$ cat src/rtl/vdib_pkg.sv
`timescale 1ns / 1ps
package vdib_pkg;

  localparam int MAX_VERTICES = 4096;
  localparam int HASH_SLOTS   = 8192;
  localparam int SLOT_W       = $clog2(HASH_SLOTS);
  localparam int IDX_W        = 12;
  localparam int CNT_W        = 13;
  localparam int NORM_W       = 24;
  localparam int KEY_W        = 2 * NORM_W;
  localparam int RAM_W        = 1 + KEY_W + IDX_W;
  localparam int NUM_W        = 57;
  localparam int DEN_W        = 34;
  localparam int PROD_W       = 32 + SLOT_W;
  localparam int MUL_STEPS    = (PROD_W < KEY_W) ? PROD_W : KEY_W;
  localparam int STEP_W       = $clog2(MUL_STEPS);

  localparam logic [NORM_W-1:0] QUANT     = 24'd10000000;
  localparam logic [63:0]       HASH_MULT = 64'h9E3779B97F4A7C15;

  typedef enum logic [1:0] {
    OP_ACCUM  = 2'd0,
    OP_CLOSE  = 2'd1,
    OP_INDEX  = 2'd2,
    OP_FINISH = 2'd3
  } op_t;

  typedef enum logic [2:0] {
    ST_OK         = 3'd0,
    ST_BAD_EXTENT = 3'd1,
    ST_NO_BOX     = 3'd2,
    ST_FULL       = 3'd3,
    ST_EMPTY      = 3'd4
  } status_t;

  typedef struct packed {
    op_t                op;
    logic signed [31:0] x;
    logic signed [31:0] y;
  } item_t;

  typedef struct packed {
    logic  valid;
    item_t item;
  } front_t;

  typedef struct packed {
    logic pop;
    logic clearing;
  } back_t;

  typedef struct packed {
    status_t                status;
    logic [IDX_W-1:0]       vertex_index;
    logic                   is_new;
    logic [NORM_W-1:0]      norm_x;
    logic [NORM_W-1:0]      norm_y;
    logic signed [33:0]     corner_x2;
    logic signed [33:0]     corner_y2;
    logic [31:0]            side;
    logic [CNT_W-1:0]       total;
  } result_t;

endpackage

$ cat src/rtl/vdib_front.sv
`timescale 1ns / 1ps
module vdib_front (
  input  logic               clk,
  input  logic               rst_n,
  input  logic               in_valid,
  input  logic [1:0]         in_op,
  input  logic [31:0]        in_x,
  input  logic [31:0]        in_y,
  output logic               in_ready,
  output vdib_pkg::front_t   fr,
  input  vdib_pkg::back_t    bk
);
  import vdib_pkg::*;

  item_t      q_r [2];
  logic       wr_ptr_r;
  logic       rd_ptr_r;
  logic [1:0] cnt_r;
  logic       push;
  logic       pop;
  item_t      item_in;

  // classify the raw item into a typed operation
  always_comb begin
    item_in.op = op_t'(in_op);
    item_in.x  = $signed(in_x);
    item_in.y  = $signed(in_y);
  end

  assign in_ready = (cnt_r != 2'd2) && !bk.clearing;
  assign push     = in_valid && in_ready;
  assign pop      = bk.pop && (cnt_r != 2'd0);
  assign fr.valid = cnt_r != 2'd0;
  assign fr.item  = q_r[rd_ptr_r];

  always_ff @(posedge clk) begin
    if (!rst_n) begin
      wr_ptr_r <= 1'b0;
      rd_ptr_r <= 1'b0;
      cnt_r    <= 2'd0;
    end else begin
      if (push) begin
        q_r[wr_ptr_r] <= item_in;
        wr_ptr_r      <= !wr_ptr_r;
      end
      if (pop) begin
        rd_ptr_r <= !rd_ptr_r;
      end
      cnt_r <= cnt_r + {1'b0, push} - {1'b0, pop};
    end
  end

endmodule

$ cat config.mk
export PLATFORM = sky130hd
export DESIGN_NAME = vdib_front
export DESIGN_NICKNAME = d
export VERILOG_FILES = /design/src/rtl/vdib_pkg.sv /design/src/rtl/vdib_front.sv
export SDC_FILE = /design/constraint.sdc
export NUM_CORES = 1
export LEC_CHECK = 0
export BUFFER_PORTS_ARGS = -buffer_cell sky130_fd_sc_hd__clkbuf_2
export CORE_UTILIZATION = 25
export DETAILED_ROUTE_END_ITERATION = 8
export GPL_TIMING_DRIVEN = 0
export HOLD_SLACK_MARGIN = 0.05
export SLEW_MARGIN = 20
export SYNTH_ARGS = -nofsm -noshare
export SYNTH_HDL_FRONTEND = slang
export SYNTH_SLANG_ARGS = --single-unit
$ cat constraint.sdc
create_clock -name clk -period 4.2 [get_ports clk]
set_input_delay 0.42 -clock clk [delete_from_list [all_inputs] [get_ports clk]]
set_output_delay 0.42 -clock clk [all_outputs]
set_load 0.03 [all_outputs]
### Word level (Yosys, flattened, before mapping)

Memories as Yosys holds them, arrays and structs flattened. A register that Yosys moved wholly into a read port is not among the register bits.
Cells that the tools add are included.

| cells by class | value |
|---|---|
| equality and inequality tests | 1 |
| $add $sub $neg | 2 |
| reduce and logical (&&, ||, !) cells | 7 |
| mux-type cells | 5 |

Operators with widths:

| kind | count |
|---|---|
| $mux 1 | 5 |
| $logic_and 1x1->1 | 3 |
| $logic_not 1->1 | 3 |
| $add 2x1->2 | 1 |
| $ne 2x2->1 const B | 1 |
| $reduce_bool 2->1 | 1 |
| $sub 2x1->2 | 1 |

| storage, ports and cells | value |
|---|---|
| input port bits | 71 |
| memories | 1 |
| bits in writable memories | 132 |
| register bits after elaboration | 4 |

Memories:

| memory | words | bits a word | rd ports | clocked after memory_dff | wr ports | RTL line | source |
|---|---|---|---|---|---|---|---|
| q_r | 2 | 66 | 1 | 1 | 1 | vdib_front.sv:15 | `item_t q_r [2];` |

### Depth between registers and ports, before layout

Gate-level depths: netlist of the first run.

| depth | value |
|---|---|
| depth after elaboration | 6 |
| mapped depth | 8 |
| gate-level depth less buffers | 8 |

### Worst setup path before layout of the first run

Ideal clock, no wire load.

| timing path | value |
|---|---|
| path kind | input-to-reg |
| start point | input in_valid |
| end point | memory q_r[0][0] in the netlist's numbering (enable) |
| setup time | 490 ps |
| path slack | 263 ps |
| arrival time | 3446 ps |
| stages | 3 |
| buffers on the path | 0 |
| path through | nor2b_1 > nand2_1 > nor2_1 |

| on the way | value |
|---|---|
| longest elaborated chain between the ends | 4 |

RTL lines:

| what | RTL line | source |
|---|---|---|
| start, declared | vdib_front.sv:5 | `input logic in_valid,` |
| $logic_and 1x1->1 | vdib_front.sv:31 | `assign push = in_valid && in_ready;` |
| $mux 1 | vdib_front.sv:42 | `if (push) begin` |
| $mux 1 | vdib_front.sv:37 | `if (!rst_n) begin` |
| $mux 1 (implied by the code) | vdib_front.sv:43 | `q_r[wr_ptr_r] <= item_in;` |
| end, declared | vdib_front.sv:15 |  |

Every way passes these cells.

==> results of run 1 <==
[worst max-delay path, cell delays in order (launching register included)]
cell and delay, ns:
dfxtp_1 0.37, buf_6 0.20, buf_6 0.20, mux2_4 0.31
clkbuf_2 0.20
[sequential cells by signal, indices dropped and copies added, names as in the netlist, named ones only]
| register | flops |
|---|---|
| cnt_r | 2 |
| q_r | 132 |
| rd_ptr_r | 1 |
| wr_ptr_r | 1 |
[synth_stat cells (all sizes together)]
library cell  number  area, um2
and2               2       12.5
and2b              1       7.51
and4               1       8.76
buf                7       66.3
dfxtp              5        100
edfxtp           132       3960
ha                 2       25.0
inv                1       3.75
mux2              66        893
mux2i              1       10.0
nand2              2       7.51
nand2b             2       12.5
nor2               1       3.75
nor2b              3       18.8
o21a               1       7.51
or2                1       6.26
xnor2              3       26.3
[layer usage]
metal,share of wire,wire [um],up-vias
li1,-,-,1231
met1,0.43,4120,1293
met2,0.49,4710,101
met3,0.062,597,13
met4,0.021,202,0
met5,0,0,-
[cell type report]
class,count,area [um2],area share
plain buffers,7,66.3,0.00955
clock buffers,18,429,0.0618
clock inverters,14,204,0.0294
inverters,1,3.75,0.000541
multi-input cells,86,1050,0.151
flip-flops and latches,137,4060,0.586
well taps,270,338,0.0487
repair buffers,142,786,0.113
[cells by family after synthesis]
kind of cell | share of synthesized area
compound gates | 0.00145
xor+xnor | 0.00508
fa+ha+maj | 0.00484
buf+inv | 0.0135
flops | 0.785
mux | 0.175
simple gates | 0.0150
[power groups by stage]
| stage | clock network, uW | registers, uW | logic (uW) |
|---|---|---|---|
| after floorplan | 0 | 1620 | 705 |
| after CTS | 1650 | 1590 | 961 |
| final | 1590 | 1590 | 940 |
| after global routing | 1690 | 1600 | 1000 |
| after detailed placement | 0 | 1620 | 959 |
| after global placement | 0 | 1620 | 933 |
[cell usage in the layout, fill, tap and decap left out, types with 3 or more instances in the layout]
cell and count:
buf_6 5, xnor2_1 3, edfxtp_1 132, clkinv_1 3, nor2b_1 3, clkbuf_16 17
mux2_4 40, bufinv_16 5, dfxtp_1 5, clkbuf_2 138, mux2_2 26
[through the flow]
step / TNS (ns) / worst slack [ns] / instance area, um2
floorplan: 0 / 0.263 / 5170
global placement: -103.86 / -1.58 / 6200
detailed placement: 0 / 2.31 / 6310
CTS: 0 / 2.01 / 6940
global route: 0 / 2.00 / 6940
finish: 0 / 2.09 / 6940
[worst paths after layout]
| check | depth (start not counted) | start | slack (ns) | to |
|---|---|---|---|---|
| max | 4 | register | 2.09 | fr[42] |
| max reg2reg | 8 | cnt_r[0] | 2.48 | cnt_r[1] |
| min reg2reg | 2 | wr_ptr_r | 0.49 | wr_ptr_r |
| min | 1 | in_y[13] | 0.20 | q_r[1][13] |
==> impl_metrics.env, run 1 <==
export IMPL_setup_viol=0
export IMPL_worstPathRequired_ns=3.78
export IMPL_switching_power_uw=1120
export IMPL_initial_utilization=0.256
export IMPL_grt_max_degree=41
export IMPL_ys_warn_count=0
export IMPL_cts_made_buffers=17
export IMPL_synth_cell_types=19
export IMPL_layout_drive_gt1_share=0.607
export IMPL_synthCells=231
export IMPL_worstMarginPinSlew_ns=0.441
export IMPL_gr_usage_met3=0.0307
export IMPL_viasPerCell=3.91
export IMPL_die_area_mm2=0.0213
export IMPL_p_int_uw=3000
export IMPL_switching_share=0.271
export IMPL_pwr_density_cell_mw_per_mm2=593
export IMPL_pwr_share_seq=0.386
export IMPL_post_route_min_period_ns=2.11
export IMPL_stdcell_count=675
export IMPL_critPathKind="reg2out"
export IMPL_routabilityCongestion=0.718
export IMPL_dr_first_iter_drc_count=51
export IMPL_drc=0
export IMPL_hold_violations=0
export IMPL_postRouteAntennaNets=0
export IMPL_whs_ns=0.196
export IMPL_end_kind="output port"
export IMPL_grt_use_total=0.0948
export IMPL_cp_start_kind="register"
export IMPL_finish_utilization=0.343
export IMPL_synth_area_per_cell_um2=22.4
export IMPL_cts_tree="done"
export IMPL_dp_hpwl_um=6600
export IMPL_drv_slew=0
export IMPL_syn_nets=304
export IMPL_area_delta_synth_final_pct=34.1
export IMPL_grt_pass1_wl_um=14800
export IMPL_vias=2638
export IMPL_clk_latency_ns=0.41
export IMPL_num_io_pins=139
export IMPL_min_period_over_period=0.503
export IMPL_clock_sinks=137
export IMPL_num_rows=52
export IMPL_fin_nets=465
export IMPL_gr_total_overflow=0
export IMPL_synth_seq_cells=137
export IMPL_skew_ns=0.00621
export IMPL_clk_pin_slew_worst_paths_ns=0.06
export IMPL_post_cts_buffers=0
export IMPL_cts_resized=0
export IMPL_rsz0062_at_grt="false"
export IMPL_cellLeakagePower_uw=0.00265
export IMPL_power_frac_clock=0.386
export IMPL_first_pass_iters=4
export IMPL_antenna_cells=0
export IMPL_antenna_found_initial=0
export IMPL_combPwrFrac=0.228
export IMPL_cts_root_buf="clkbuf_16"
export IMPL_dp_cells=643
export IMPL_core_mm2=0.0202
export IMPL_die_height_um=146
export IMPL_relSlewSlack=0.706
export IMPL_ys_seq_area_frac=0.785
export IMPL_cts_hold_buf=0
export IMPL_wl_per_cell_um=14.3
export IMPL_ctsHtreeMaxLevel=4
export IMPL_outcome="completed"
export IMPL_use_met1=0.109
export IMPL_fmaxAchievable_mhz=474
export IMPL_io_buffers=138
export IMPL_finalWirelength_um=9630
export IMPL_grt_pass1_vias=2846
export IMPL_grt_busiest_layer="met2"
export IMPL_clockBufferDepth=2
export IMPL_holdCritPathClass="in2reg"
export IMPL_syn_area_mm2=0.00517
export IMPL_nFillCells=1912
export IMPL_cp_arrival_ns=1.69
export IMPL_met2_usage=0.155
export IMPL_drv_cap=0
export IMPL_die_width_um=146
export IMPL_ir_worst_vdd_mv=0.262
export IMPL_total_power_uw=4120
export IMPL_path_max_fanout=10
Note: power is estimated with default switching activity, not from simulation.
==> run 2: changes to the inputs <==
==> constraint.sdc (replaced) <==
create_clock -name clk -period 1.9 [get_ports clk]
set_input_delay 0.19 -clock clk [delete_from_list [all_inputs] [get_ports clk]]
set_output_delay 0.19 -clock clk [all_outputs]
set_load 0.03 [all_outputs]
==> run 2 against run 1 <==
Against the previous run: clock power grew 110%; power grew 120%; critical path depth is the same; sequential share of layout area shrank 5.1 points; combinational power grew 140%; cell count grew 9.8%; first-iteration DRC count grew to 2.7 times the previous value; worst setup slack lost 2.0 ns; global-route usage grew 0.77 points; critical path type unchanged; largest cell class unchanged; highest routed layer unchanged.
==> impl_metrics.env, run 2 (same netlist as run 1, synthesis figures left out) <==
export IMPL_outcome="completed"
export IMPL_clock_sinks=137
export IMPL_routabilityCongestion=0.673
export IMPL_worstMarginPinSlew_ns=0.404
export IMPL_postRouteAntennaNets=0
export IMPL_drv_cap=0
export IMPL_antenna_found_initial=0
export IMPL_critPathKind="reg2out"
export IMPL_finalWirelength_um=10300
export IMPL_antenna_cells=0
export IMPL_grt_pass1_wl_um=16500
export IMPL_drv_slew=0
export IMPL_grt_max_degree=44
export IMPL_wl_per_cell_um=14.0
export IMPL_cp_start_kind="register"
export IMPL_io_buffers=138
export IMPL_num_rows=52
export IMPL_viasPerCell=3.93
export IMPL_relSlewSlack=0.731
export IMPL_hold_violations=0
export IMPL_grt_pass1_vias=3284
export IMPL_path_max_fanout=10
export IMPL_setup_tns_ns=0
export IMPL_first_pass_iters=4
export IMPL_die_width_um=146
export IMPL_cts_made_buffers=17
export IMPL_hold_start="rst_n"
export IMPL_grt_use_total=0.102
export IMPL_cts_tree="done"
export IMPL_reg2reg_from="cnt_r[0]"
export IMPL_holdCritPathClass="in2reg"
export IMPL_largest_reg_flops=132
export IMPL_die_area_mm2=0.0213
export IMPL_initial_utilization=0.256
export IMPL_gr_total_overflow=0
export IMPL_fin_nets=531
export IMPL_dp_hpwl_um=6680
export IMPL_end_kind="output port"
export IMPL_pwr_density_cell_mw_per_mm2=1200
export IMPL_clockBufferDepth=2
export IMPL_min_period_over_period=0.951
export IMPL_skew_ns=0.00645
export IMPL_clk_pin_slew_worst_paths_ns=0.06
export IMPL_dr_first_iter_drc_count=137
export IMPL_finish_utilization=0.376
export IMPL_final_common_cell="clkbuf_2"
export IMPL_num_io_pins=139
export IMPL_setup_viol=0
export IMPL_die_height_um=146
export IMPL_vias=2914
export IMPL_post_cts_buffers=0
export IMPL_mostFrequentLayoutCells="138 x clkbuf_2, 132 x edfxtp_1, 66 x dlygate4sd3_1"
export IMPL_cellLeakagePower_uw=0.00292
export IMPL_layout_drive_gt1_share=0.520
export IMPL_cts_root_buf="clkbuf_16"
export IMPL_cp_arrival_ns=1.62
export IMPL_area_delta_synth_final_pct=47.0
export IMPL_top_register="q_r"
export IMPL_core_mm2=0.0202
export IMPL_ir_worst_vdd_mv=0.559
export IMPL_drc=0
export IMPL_top_regs="q_r x132, cnt_r x2"
export IMPL_post_route_min_period_ns=1.81
export IMPL_worstPathRequired_ns=1.71
export IMPL_rsz0062_at_grt="false"
export IMPL_nFillCells=1882
export IMPL_clk_latency_ns=0.40
export IMPL_fmaxAchievable_mhz=553
export IMPL_ctsHtreeMaxLevel=4
[run 2: path summary, 6_finish.rpt]
path	end	slack (ns)	depth (start not counted)
setup / recovery	fr[37]	0.09	4
setup reg to reg	q_r[1][13]	0.25	3
hold reg to reg	wr_ptr_r	0.50	2
hold / removal	rd_ptr_r	0.1	2
[run 2: timing repair]
item / in CTS / in global routing
resized for setup: 5 / 1
pin swaps: 0 / 0
hold buffers: 66 / 0
endpoints found under the setup margin: 36 / 60
endpoints found under the hold margin: 132 / 0
[run 2: cell type report]
class	count	area, um2	area share
Sequential cell	137	4070	0.535
Timing Repair Buffer	208	1450	0.191
Multi-Input combinational cell	86	1060	0.140
Clock buffer	21	440	0.0579
Tap cell	270	338	0.0444
Clock inverter	11	153	0.0201
Buffer	7	86.3	0.0114
Inverter	1	3.75	0.000494
[run 2: power by group]
part           total, uW  switching (uW)  internal, uW
registers           3520            54.5          3470
logic               2250            1260           991
clock network       3340            1170          2170
[run 2: per-stage QoR]
stage	hold slack [ns]	instance area (um2)	worst slack, ns	total power, uW	instances
2_1_floorplan	0.289	5200	-0.00604	5150	231
3_3_place_gp	0.380	6230	-0.739	5660	639
3_5_place_dp	0.383	6330	0.0826	5720	643
4_1_cts	0.0674	7600	0.00760	9250	741
5_1_grt	0.0887	7610	0.00642	9480	741
6_report	0.0955	7610	0.0923	9120	741
[run 2: metal layers]
metal  GRT usage  up-vias  wire length, um
li1            -     1369                -
met5           0        -                0
met1       0.114     1446             4330
met4      0.0442        0              122
met3      0.0323        9              554
met2       0.180       90             5340
[run 2: critical path: stages, from the launching register on]
cell and delay, ns:
dfxtp_2 0.35, buf_12 0.16, buf_6 0.19, mux2_4 0.31, clkbuf_2 0.18
